**src/hdl/tsa_pkg.sv**
```systemverilog
// Shared types and constants for the triangle strip assembly block.
// No dependencies; used by every module of the block.
`timescale 1ns / 1ps
`default_nettype none
package tsa_pkg;

    localparam int INDEX_W = 16;
    localparam int BYTE_W = 8;
    localparam int STATUS_W = 2;
    localparam int CFG_INDEX_W = 8;
    localparam int CFG_DATA_W = 16;

    localparam int QUEUE_DEPTH = 2;
    localparam int QUEUE_AW = 1;
    localparam int QUEUE_CW = 2;

    localparam logic [CFG_INDEX_W-1:0] CFG_INDEX_WIDTH_MODE = 8'd0;
    localparam logic [CFG_INDEX_W-1:0] CFG_VERTEX_LIMIT = 8'd1;

    localparam logic [STATUS_W-1:0] STATUS_PRIMING = 2'd0;
    localparam logic [STATUS_W-1:0] STATUS_EMITTED = 2'd1;
    localparam logic [STATUS_W-1:0] STATUS_DEGENERATE = 2'd2;
    localparam logic [STATUS_W-1:0] STATUS_OUT_OF_RANGE = 2'd3;

    localparam logic [INDEX_W-1:0] VERTEX_LIMIT_RESET = 16'hFFFF;
    localparam logic [INDEX_W-1:0] SEEN_MAX = 16'hFFFF;

    typedef struct packed {
        logic [INDEX_W-1:0] index;
        logic               last;
        logic               drop;
    } t_idx_item;

    typedef struct packed {
        logic empty;
        logic full;
    } t_queue_status;

endpackage
`default_nettype wire

```
**src/hdl/tsa_front.sv**
```systemverilog
// Byte assembler: accepts raw index bytes and builds completed indices.
// Depends on tsa_pkg; pushes completed indices into tsa_queue.
`timescale 1ns / 1ps
`default_nettype none
module tsa_front (
    input  wire logic                          i_clk,
    input  wire logic                          i_rst_n,
    input  wire logic                          i_mode,
    input  wire logic                          i_valid,
    output logic                               o_stall,
    input  wire logic [tsa_pkg::BYTE_W-1:0]    i_index_byte,
    input  wire logic                          i_strip_end,
    input  wire tsa_pkg::t_queue_status        i_queue_status,
    output logic                               o_push,
    output tsa_pkg::t_idx_item                 o_item
);

    logic                       r_phase;
    logic                       n_phase;
    logic [tsa_pkg::BYTE_W-1:0] r_hold;
    logic [tsa_pkg::BYTE_W-1:0] n_hold;
    logic                       accept;

    assign o_stall = i_queue_status.full;
    assign accept = i_valid && !o_stall;
    assign o_push = accept && (i_mode || r_phase || i_strip_end);
    assign o_item.index = i_mode ? {{(tsa_pkg::INDEX_W - tsa_pkg::BYTE_W){1'b0}}, i_index_byte}
                                 : {r_hold, i_index_byte};
    assign o_item.last = i_strip_end;
    assign o_item.drop = !i_mode && !r_phase;

    always_comb begin
        n_phase = r_phase;
        n_hold = r_hold;
        if (accept) begin
            if (!i_mode && !r_phase && !i_strip_end) begin
                n_phase = 1'b1;
                n_hold = i_index_byte;
            end else begin
                n_phase = 1'b0;
                n_hold = '0;
            end
        end
    end

    always_ff @(posedge i_clk) begin
        if (!i_rst_n) begin
            r_phase <= 1'b0;
            r_hold <= '0;
        end else begin
            r_phase <= n_phase;
            r_hold <= n_hold;
        end
    end

endmodule
`default_nettype wire

```
**src/hdl/tsa_queue.sv**
```systemverilog
// Two-entry queue of completed indices between the assembler and the back end.
// Depends on tsa_pkg.
`timescale 1ns / 1ps
`default_nettype none
module tsa_queue (
    input  wire logic                   i_clk,
    input  wire logic                   i_rst_n,
    input  wire logic                   i_push,
    input  wire tsa_pkg::t_idx_item     i_item,
    input  wire logic                   i_pop,
    output tsa_pkg::t_idx_item          o_item,
    output tsa_pkg::t_queue_status      o_status
);

    tsa_pkg::t_idx_item           r_mem [tsa_pkg::QUEUE_DEPTH];
    logic [tsa_pkg::QUEUE_AW-1:0] r_wr_ptr;
    logic [tsa_pkg::QUEUE_AW-1:0] r_rd_ptr;
    logic [tsa_pkg::QUEUE_CW-1:0] r_count;
    logic [tsa_pkg::QUEUE_CW-1:0] n_count;

    assign o_status.empty = (r_count == '0);
    assign o_status.full = (r_count == tsa_pkg::QUEUE_CW'(tsa_pkg::QUEUE_DEPTH));
    assign o_item = r_mem[r_rd_ptr];

    always_comb begin
        n_count = r_count;
        if (i_push && !i_pop) begin
            n_count = r_count + 1'b1;
        end else if (!i_push && i_pop) begin
            n_count = r_count - 1'b1;
        end
    end

    always_ff @(posedge i_clk) begin
        if (i_push) begin
            r_mem[r_wr_ptr] <= i_item;
        end
    end

    always_ff @(posedge i_clk) begin
        if (!i_rst_n) begin
            r_wr_ptr <= '0;
            r_rd_ptr <= '0;
            r_count <= '0;
        end else begin
            if (i_push) begin
                r_wr_ptr <= r_wr_ptr + 1'b1;
            end
            if (i_pop) begin
                r_rd_ptr <= r_rd_ptr + 1'b1;
            end
            r_count <= n_count;
        end
    end

    a_count_bound: assert property (@(posedge i_clk) disable iff (!i_rst_n)
        r_count <= tsa_pkg::QUEUE_CW'(tsa_pkg::QUEUE_DEPTH))
        else $error("queue count above depth");
    a_no_overflow: assert property (@(posedge i_clk) disable iff (!i_rst_n)
        o_status.full |-> !i_push)
        else $error("push into full queue");
    a_no_underflow: assert property (@(posedge i_clk) disable iff (!i_rst_n)
        o_status.empty |-> !i_pop)
        else $error("pop from empty queue");

endmodule
`default_nettype wire

```
**src/hdl/tsa_back.sv**
```systemverilog
// Triangle builder: keeps the index window, classifies triangles and holds
// the result register. Depends on tsa_pkg; pops items from tsa_queue.
`timescale 1ns / 1ps
`default_nettype none
module tsa_back (
    input  wire logic                          i_clk,
    input  wire logic                          i_rst_n,
    input  wire logic [tsa_pkg::INDEX_W-1:0]   i_vertex_limit,
    input  wire tsa_pkg::t_queue_status        i_queue_status,
    input  wire tsa_pkg::t_idx_item            i_item,
    output logic                               o_pop,
    output logic                               o_valid,
    input  wire logic                          i_stall,
    output logic [tsa_pkg::STATUS_W-1:0]       o_status,
    output logic [tsa_pkg::INDEX_W-1:0]        o_corner_a,
    output logic [tsa_pkg::INDEX_W-1:0]        o_corner_b,
    output logic [tsa_pkg::INDEX_W-1:0]        o_corner_c,
    output logic                               o_strip_last
);

    logic [tsa_pkg::INDEX_W-1:0]  r_older;
    logic [tsa_pkg::INDEX_W-1:0]  r_newer;
    logic [tsa_pkg::INDEX_W-1:0]  r_seen;
    logic                         r_valid;
    logic [tsa_pkg::STATUS_W-1:0] r_status;
    logic [tsa_pkg::INDEX_W-1:0]  r_corner_a;
    logic [tsa_pkg::INDEX_W-1:0]  r_corner_b;
    logic [tsa_pkg::INDEX_W-1:0]  r_corner_c;
    logic                         r_last;

    logic [tsa_pkg::STATUS_W-1:0] n_status;
    logic [tsa_pkg::INDEX_W-1:0]  n_corner_a;
    logic [tsa_pkg::INDEX_W-1:0]  n_corner_b;
    logic [tsa_pkg::INDEX_W-1:0]  n_corner_c;
    logic                         primed;
    logic                         out_free;

    assign out_free = !r_valid || !i_stall;
    assign o_pop = !i_queue_status.empty && out_free;
    assign primed = (r_seen >= tsa_pkg::INDEX_W'(2));

    always_comb begin
        n_status = tsa_pkg::STATUS_PRIMING;
        n_corner_a = '0;
        n_corner_b = '0;
        n_corner_c = '0;
        if (primed) begin
            n_corner_a = r_older;
            n_corner_b = r_seen[0] ? i_item.index : r_newer;
            n_corner_c = r_seen[0] ? r_newer : i_item.index;
            if ((n_corner_a == n_corner_b) || (n_corner_b == n_corner_c)
                    || (n_corner_a == n_corner_c)) begin
                n_status = tsa_pkg::STATUS_DEGENERATE;
            end else if ((n_corner_a >= i_vertex_limit) || (n_corner_b >= i_vertex_limit)
                    || (n_corner_c >= i_vertex_limit)) begin
                n_status = tsa_pkg::STATUS_OUT_OF_RANGE;
            end else begin
                n_status = tsa_pkg::STATUS_EMITTED;
            end
        end
    end

    always_ff @(posedge i_clk) begin
        if (o_pop && !i_item.drop) begin
            r_status <= n_status;
            r_corner_a <= n_corner_a;
            r_corner_b <= n_corner_b;
            r_corner_c <= n_corner_c;
            r_last <= i_item.last;
        end
    end

    always_ff @(posedge i_clk) begin
        if (!i_rst_n) begin
            r_older <= '0;
            r_newer <= '0;
            r_seen <= '0;
            r_valid <= 1'b0;
        end else begin
            if (o_pop && !i_item.drop) begin
                r_valid <= 1'b1;
            end else if (!i_stall) begin
                r_valid <= 1'b0;
            end
            if (o_pop) begin
                if (i_item.last) begin
                    r_older <= '0;
                    r_newer <= '0;
                    r_seen <= '0;
                end else begin
                    r_older <= r_newer;
                    r_newer <= i_item.index;
                    if (r_seen != tsa_pkg::SEEN_MAX) begin
                        r_seen <= r_seen + 1'b1;
                    end
                end
            end
        end
    end

    assign o_valid = r_valid;
    assign o_status = r_status;
    assign o_corner_a = r_corner_a;
    assign o_corner_b = r_corner_b;
    assign o_corner_c = r_corner_c;
    assign o_strip_last = r_last;

    a_last_clears: assert property (@(posedge i_clk) disable iff (!i_rst_n)
        (o_pop && i_item.last) |=> (r_seen == '0))
        else $error("strip end did not clear the window");
    a_pop_needs_room: assert property (@(posedge i_clk) disable iff (!i_rst_n)
        (r_valid && i_stall) |-> !o_pop)
        else $error("result overwritten while stalled");
    a_priming_status: assert property (@(posedge i_clk) disable iff (!i_rst_n)
        (o_pop && !i_item.drop && !primed) |=> (r_status == tsa_pkg::STATUS_PRIMING))
        else $error("priming index gave a triangle status");

endmodule
`default_nettype wire

```
**src/hdl/triangle_strip_assembly_core.sv**
```systemverilog
// Top level of the triangle strip assembly block: configuration registers,
// byte assembler, index queue and triangle builder.
// Depends on tsa_pkg, tsa_front, tsa_queue and tsa_back.
//
// The input channel (i_valid, o_stall) carries one index byte per item with
// its strip end flag. The output channel (o_valid, i_stall) carries one status
// item per completed index: status, three corners and the strip end flag.
// The configuration channel (i_cfg_valid, o_cfg_ready) writes index width mode
// at index 0 and vertex limit at index 1; other indices are ignored. It is
// always ready and should only be used while the block is idle.
// Throughput is one byte per cycle while o_stall is low. A byte that completes
// an index is written into the two-entry queue when it is accepted, and the
// output register loads its result from the queue once that register is free.
// A strip end on a lone high byte passes the queue to clear the window and
// gives no result.
// When the receiver stalls, the output register holds, the queue fills and
// o_stall rises once both queue entries are occupied.
// Reset clears the window, counters and queue and restores 16-bit mode and a
// vertex limit of 65535.
`timescale 1ns / 1ps
`default_nettype none
module triangle_strip_assembly_core (
    input  wire logic                              i_clk,
    input  wire logic                              i_rst_n,
    input  wire logic                              i_cfg_valid,
    output logic                                   o_cfg_ready,
    input  wire logic [tsa_pkg::CFG_INDEX_W-1:0]   i_cfg_index,
    input  wire logic [tsa_pkg::CFG_DATA_W-1:0]    i_cfg_data,
    input  wire logic                              i_valid,
    output logic                                   o_stall,
    input  wire logic [tsa_pkg::BYTE_W-1:0]        i_index_byte,
    input  wire logic                              i_strip_end,
    output logic                                   o_valid,
    input  wire logic                              i_stall,
    output logic [tsa_pkg::STATUS_W-1:0]           o_status,
    output logic [tsa_pkg::INDEX_W-1:0]            o_corner_a,
    output logic [tsa_pkg::INDEX_W-1:0]            o_corner_b,
    output logic [tsa_pkg::INDEX_W-1:0]            o_corner_c,
    output logic                                   o_strip_last
);

    logic                        r_mode;
    logic [tsa_pkg::INDEX_W-1:0] r_vertex_limit;
    logic                        push;
    logic                        pop;
    tsa_pkg::t_idx_item          push_item;
    tsa_pkg::t_idx_item          head_item;
    tsa_pkg::t_queue_status      queue_status;

    assign o_cfg_ready = 1'b1;

    always_ff @(posedge i_clk) begin
        if (!i_rst_n) begin
            r_mode <= 1'b0;
            r_vertex_limit <= tsa_pkg::VERTEX_LIMIT_RESET;
        end else if (i_cfg_valid && o_cfg_ready) begin
            if (i_cfg_index == tsa_pkg::CFG_INDEX_WIDTH_MODE) begin
                r_mode <= i_cfg_data[0];
            end else if (i_cfg_index == tsa_pkg::CFG_VERTEX_LIMIT) begin
                r_vertex_limit <= i_cfg_data[tsa_pkg::INDEX_W-1:0];
            end
        end
    end

    tsa_front u_front (
        .i_clk          (i_clk),
        .i_rst_n        (i_rst_n),
        .i_mode         (r_mode),
        .i_valid        (i_valid),
        .o_stall        (o_stall),
        .i_index_byte   (i_index_byte),
        .i_strip_end    (i_strip_end),
        .i_queue_status (queue_status),
        .o_push         (push),
        .o_item         (push_item)
    );

    tsa_queue u_queue (
        .i_clk    (i_clk),
        .i_rst_n  (i_rst_n),
        .i_push   (push),
        .i_item   (push_item),
        .i_pop    (pop),
        .o_item   (head_item),
        .o_status (queue_status)
    );

    tsa_back u_back (
        .i_clk          (i_clk),
        .i_rst_n        (i_rst_n),
        .i_vertex_limit (r_vertex_limit),
        .i_queue_status (queue_status),
        .i_item         (head_item),
        .o_pop          (pop),
        .o_valid        (o_valid),
        .i_stall        (i_stall),
        .o_status       (o_status),
        .o_corner_a     (o_corner_a),
        .o_corner_b     (o_corner_b),
        .o_corner_c     (o_corner_c),
        .o_strip_last   (o_strip_last)
    );

endmodule
`default_nettype wire

```
**config.mk**
```make
export PLATFORM = sky130hd
export DESIGN_NAME = triangle_strip_assembly_core
export DESIGN_NICKNAME = d
export VERILOG_FILES = /design/src/hdl/tsa_pkg.sv /design/src/hdl/tsa_front.sv /design/src/hdl/tsa_queue.sv /design/src/hdl/tsa_back.sv /design/src/hdl/triangle_strip_assembly_core.sv
export SDC_FILE = /design/constraint.sdc
export NUM_CORES = 1
export LEC_CHECK = 0
export BUFFER_PORTS_ARGS = -buffer_cell sky130_fd_sc_hd__buf_2
export CORE_UTILIZATION = 40
export DETAILED_ROUTE_END_ITERATION = 10
export HOLD_SLACK_MARGIN = 0.03
export PLACE_DENSITY_LB_ADDON = 0.05
export SYNTH_ARGS = -nofsm -noshare
export SYNTH_HDL_FRONTEND = slang
export SYNTH_SLANG_ARGS = --single-unit
```
**constraint.sdc**
```tcl
create_clock -name i_clk -period 10.5 [get_ports i_clk]
set_clock_uncertainty 0.2 [all_clocks]
set_input_delay 2.1 -clock i_clk [delete_from_list [all_inputs] [get_ports i_clk]]
set_output_delay 2.1 -clock i_clk [all_outputs]
set_load 0.01 [all_outputs]
```
* Word level (Yosys, flattened, before mapping)
Memories as Yosys holds them, arrays and structs flattened. A register that Yosys moved wholly into a read port is not among the register bits. Index checks and enable logic that the tools add are counted. Widths: inputs -> output; s select.
Word-level totals: register bits after elaboration 130, output and inout bits 54, bits in writable memories 36, logic and storage cells 88, bits of input ports 38, memories kept 1
Cells by class: muxes and demuxes 19, bitwise logic cells 2, add/sub/neg operators 5, reduce and logical (&&, ||, !) cells 33, eq/ne operators 7, order comparisons 4
Memories:
- u_queue.r_mem | words 2, bits a word 18, rd ports 1, clocked after Yosys merged registers in 1, write ports 1, line tsa_queue.sv:15 | tsa_pkg::t_idx_item r_mem [tsa_pkg::QUEUE_DEPTH];
Operators with widths (count):
- $mux 16 | 7
- $eq 16x16->1 | 3
- $ge 16x16->1 | 3
- $add 16x1->16 const B | 1
- $ge 16x2->1 const B | 1
- $ne 16x16->1 const B | 1
- $logic_not 1->1 | 10
- $eq 8x1->1 const B | 1
- $logic_and 1x1->1 | 8
- $logic_not 8->1 | 1
- $mux 2 | 4
- $mux 8 | 1
- $logic_or 1x1->1 | 7
- $mux 1 | 7
- $reduce_and 2->1 | 2
- $reduce_bool 2->1 | 2
- $reduce_and 3->1 | 1
- $add 1x1->1 const B | 2
- $add 2x1->2 const B | 1
- $eq 2x2->1 const B | 1
- $logic_not 2->1 | 1
- $ne 2x1->1 const B | 1
- $not 1->1 | 2
- $reduce_or 2->1 | 1
- $sub 2x1->2 const B | 1

* Longest topological paths before layout
word-level depth 8, depth in mapped cells 13, gate-level depth less buffers 11

* Hierarchy
Synthesis repeated with hierarchy kept, for this count alone.
Second synthesis, totals: cells, all modules 807, area, all modules 8698.3 µm²
Modules (own cells, without submodules):
- tsa_back | cells an instance 607, area each 5930.7 µm², instances 1, seq. area each 2512.4 µm²
- tsa_queue | cells an instance 78, area each 1515.2 µm², instances 1, seq. area each 1181.1 µm²
- triangle_strip_assembly_core | cells an instance 78, area each 805.8 µm², instances 1, seq. area each 340.3 µm²
- tsa_front | cells an instance 44, area each 446.7 µm², instances 1, seq. area each 180.2 µm²

* Least setup slack after synthesis
Ideal clock, no wire load.
path type input to register, start input i_stall, end register u_back.r_corner_a (netlist bit u_back.o_corner_a[0]) (enable), cell stages on the path 5, library setup time 539 ps, required time 9761 ps, path buffers 2, slack 3012 ps, arrival 6749 ps, cells stage by stage and2_1 > o21bai_1 > clkbuf_1 > clkbuf_1 > a211oi_1
On the way: word-level cells in the longest chain between the ends 4
RTL lines:
- from (decl) | line triangle_strip_assembly_core.sv:34 | input wire logic i_stall,
- $logic_not 1->1 | line tsa_back.sv:38 | assign out_free = !r_valid || !i_stall;
- $logic_or 1x1->1 | line tsa_back.sv:38
- $logic_and 1x1->1 | line tsa_back.sv:39 | assign o_pop = !i_queue_status.empty && out_free;
- $logic_and 1x1->1 | line tsa_back.sv:64 | if (o_pop && !i_item.drop) begin
- to (signal assigned) | line tsa_back.sv:66 | r_corner_a <= n_corner_a;
- to (decl) | line tsa_back.sv:26 | logic [tsa_pkg::INDEX_W-1:0] r_corner_a;
No other way between the ends. A chain may end at the register's enable or synchronous reset.

* Worst setup path in the final report
start input i_stall, end register u_back.r_last (netlist: u_back.o_strip_last) (enable)
On the way: word-level cells in the longest chain between the ends 4
RTL lines:
- $logic_not 1->1 | line tsa_back.sv:38
- $logic_or 1x1->1 | line tsa_back.sv:38
- $logic_and 1x1->1 | line tsa_back.sv:39
- $logic_and 1x1->1 | line tsa_back.sv:64
- to (signal assigned) | line tsa_back.sv:69 | r_last <= i_item.last;
- to (decl) | line tsa_back.sv:29 | logic r_last;
No other way between the ends.

==> summary.txt <==
Status
  – Outcome: finished clean

STA
  – Post-route clock period utilization: 0.3942
  – Setup TNS: 0 ns
  – Fin. max-slew vios: 0
  – Minimum clock period: roughly 4.1 ns
  – Hold slack: 0.3241 ns
  – Least-Margin Pin Slew: 1.007 ns
  – Setup repair after global routing missed its margin: false
  – Endpoints failing setup: 0
  – Worst slew margin: 0.3242
  – Fin. Hold Viols: 0
  – Maximum clock frequency: 241.6 MHz

Clock network
  – Root buf cell: clkbuf_16
  – Hold buffers post-CTS: 0
  – Worst skew pair latency: approximately 0.42 ns
  – Post-CTS setup buffer count: 0
  – H-Tree Level Count: 4
  – CTS buffer count: 17
  – Clk pin slew, worst setup/hold paths: 0.06 ns
  – Clk sink count: around 170
  – Resize count post-CTS: 0
  – CTS tree: done
  – CTS max path bufs: 2

Power
  – Switching Fraction: 0.3822
  – Sequential power share: 0.363
  – Comb pwr share: 0.373
  – Leakage: 0.003853 uW
  – Switching Power: 891.8 uW
  – Power Dens Cells: about 240 nW/um^2
  – Clock share of power: 0.264
  – Pint: ~1400 uW
  – Worst vdd ir: 0.1045 mV

Final layout
  – Share of cells above drive strength 1: 0.1690
  – Post-Layout Cell Count: 1186
  – ANT cells: 0
  – Area Growth Syn to Fin: 14.85%
  – Final Cell Area: 9824 sq um
  – Final nets: 988

Run
  – MaxCap Viol Count: 0

Routing
  – Total number of vias: 6490
  – 1st-pass router iterations: 5
  – Detail Route Antenna Nets: 0
  – Via/cell ratio: 5.472
  – Initial DRC count: roughly 470
  – Drt wl/cell: 20.34 um
  – Total wire length: 24120 um
  – Residual DRC: 0

Global route
  – Total GRT Usage: 0.2298
  – Number of global-route vias before repair: 6373
  – Initial antenna violation count: 0
  – Largest net degree at the start of global routing: 67
  – GR Overflow Total: 0
  – First-pass GRT wire length: 37540 um

Worst setup path
  – RR Endpoint: u_back.o_status[1]$_SDFFCE_PP0P_
  – Worst Path Max Fanout: 57
  – CP Launch Type: primary input
  – R2r setup slk: 6.64 ns
  – Critical path class: in -> reg
  – Reg2Reg Depth: 12
  – CP Data Arrival Time: ~4.0 ns
  – Endpoint class of the critical path: flop
  – Req. time, crit path: 10.36 ns

Floorplan
  – Die X: 148.2 um
  – Starting Density: 0.4069
  – Rows: 53
  – Core Footprint: 21020 sq um
  – Die height: 148.2 um
  – # IOs: about 90
  – Die Area: 21980 sq um

Yosys
  – Top cells by area, synth: edfxtp_1 31%, dfxtp_1 19%, ha_1 7.5%, nor2b_1 6.2%, a22oi_1 2.9%
  – Post-Syn Area: around 8600 sq um
  – Post-synth EDFFs: 87
  – Post-Syn Nets: 912
  – Primary FF master, synth: edfxtp_1
  – Count of cell types in the netlist: 61
  – Sequential area share after synthesis: 0.4926
  – Post-synth top area share: 0.3054
  – Gate Count Post-Synth: 823
  – Post-synth top area cell: edfxtp_1
  – Synth Warn #: 0
  – Syn avg cell area: 10.39 sq um
  – #FFs+latches synth: around 170
  – Async S/R FF share, synth: 0

Worst hold path
  – End point of the worst hold path: u_front.r_hold[2]$_SDFFE_PN0P_
  – Worst Hold Depth: 2
  – Worst hold path class: reg -> reg
  – Hold Path Origin: u_front.r_hold[2]$_SDFFE_PN0P_

Placed design
  – GPL Wtd Cong: ~0.91
  – Post-DP HPWL: 17680 um
  – Placed Area: 9266 sq um
  – IO buf count: 90
  – Cells after DPL: 1155
## worst max path at each step
| stage | slack [ns] | cells past startpoint | start | end |
|---|---|---|---|---|
| 3_5_place_dp | 5.91 | 6 | i_stall | u_back.o_strip_last$_DFFE_PP_ |
| 3_3_place_gp | 5.98 | 6 | i_stall | u_back.o_strip_last$_DFFE_PP_ |
| 6_report | 6.36 | 6 | i_stall | u_back.o_strip_last$_DFFE_PP_ |
| 2_1_floorplan | 3.01 | 5 | i_stall | u_back.o_corner_a[0]$_SDFFCE_PP0P_ |
| 5_1_grt | 6.21 | 6 | i_stall | u_back.o_corner_b[13]$_SDFFCE_PP0P_ |
| 4_1_cts | 6.36 | 6 | i_stall | u_back.o_corner_b[13]$_SDFFCE_PP0P_ |
## metrics by stage
| step | total power [uW] | setup WS (ns) | util |
|---|---|---|---|
| after floorplan | 1451 | 3.012 | - |
| after global placement | 1721 | 5.977 | 0.4408 |
| after detailed placement | 1729 | 5.915 | 0.4408 |
| after CTS | 2350 | 6.364 | 0.4674 |
| after global routing | 2465 | 6.209 | 0.4674 |
| final | 2333 | 6.361 | 0.4674 |
## final cells by class
class	count	area, sq um
clock inverter	11	121.4
sequential	167	4215
inverter	51	191.4
fill	2005	11200
tap	275	344.1
clock buffer	20	436.7
timing repair buffer	99	518.0
multi-input combinational	563	3998
## synth_stat cells, drive strengths merged (25+ instances only)
master and count:
ha 51, a22oi 33, edfxtp 87, nor3 25, nor2b 85, nor2 63
a21oi 48, inv 50, dfxtp 80, nand2 29, clkbuf 30, xnor2 26
## cell families after synthesis
logic type,share of synthesized area
flops,0.4926
other cells,0.0004384
compound gates,0.1507
buf+inv,0.04344
xor+xnor,0.03174
mux,0.04066
fa+ha+maj,0.07459
simple gates,0.1659
## critical path, stage by stage
cell and delay [ns]:
buf_2 0.09, and2_1 0.17, o21bai_4 0.17, buf_4 0.30, a211oi_4 0.57, buf_4 0.54
## sequential cells by signal (all words and copies together) (netlist names), named ones only
register	count
u_front.r_hold	8
u_back.o_corner_c	16
u_back.r_newer	16
u_queue.r_count	2
u_back.o_status	2
u_queue.r_rd_ptr	1
u_back.o_corner_b	16
u_back.o_corner_a	16
u_back.r_older	16
u_queue.r_mem	36
u_queue.r_wr_ptr	1
u_front.r_phase	1
u_back.o_strip_last	1
r_vertex_limit	16
r_mode	1
u_back.o_valid	1
u_back.r_seen	16
## cells in the final DEF, fill, tap and decap left out, drive strengths merged, types with 8 or more instances in the layout
| cell type | count |
|---|---|
| nor3 | 25 |
| mux2 | 8 |
| nand4 | 11 |
| clkbuf | 20 |
| dfxtp | 80 |
| o211ai | 19 |
| a211oi | 22 |
| a21o | 15 |
| edfxtp | 87 |
| buf | 99 |
| o21ai | 11 |
| xnor2 | 26 |
| nand3 | 11 |
| and2 | 9 |
| a22oi | 33 |
| nand2 | 29 |
| inv | 54 |
| ha | 51 |
| nor2b | 85 |
| mux2i | 19 |
| a21oi | 48 |
| nor4 | 14 |
| nor2 | 63 |
## metal layers
layer | wire [um] | vias up | part of all wire | track usage
met2 | 11560 | 189 | 0.48 | 0.3746
met1 | 10720 | 3122 | 0.44 | 0.3018
met5 | 0 | - | 0 | 0
met4 | 739 | 0 | 0.031 | 0.09485
met3 | 1107 | 33 | 0.046 | 0.03896
li1 | - | 3146 | - | -
## power by group through the flow
stage | combinational (uW) | sequential (uW) | clock (uW)
finish | 871 | 847 | 615
global route | 949 | 856 | 660
CTS | 872 | 847 | 630
detailed placement | 867 | 861 | 0
global placement | 861 | 860 | 0
floorplan | 577 | 874 | 0
No activity file was read; power rests on OpenSTA's default activity.
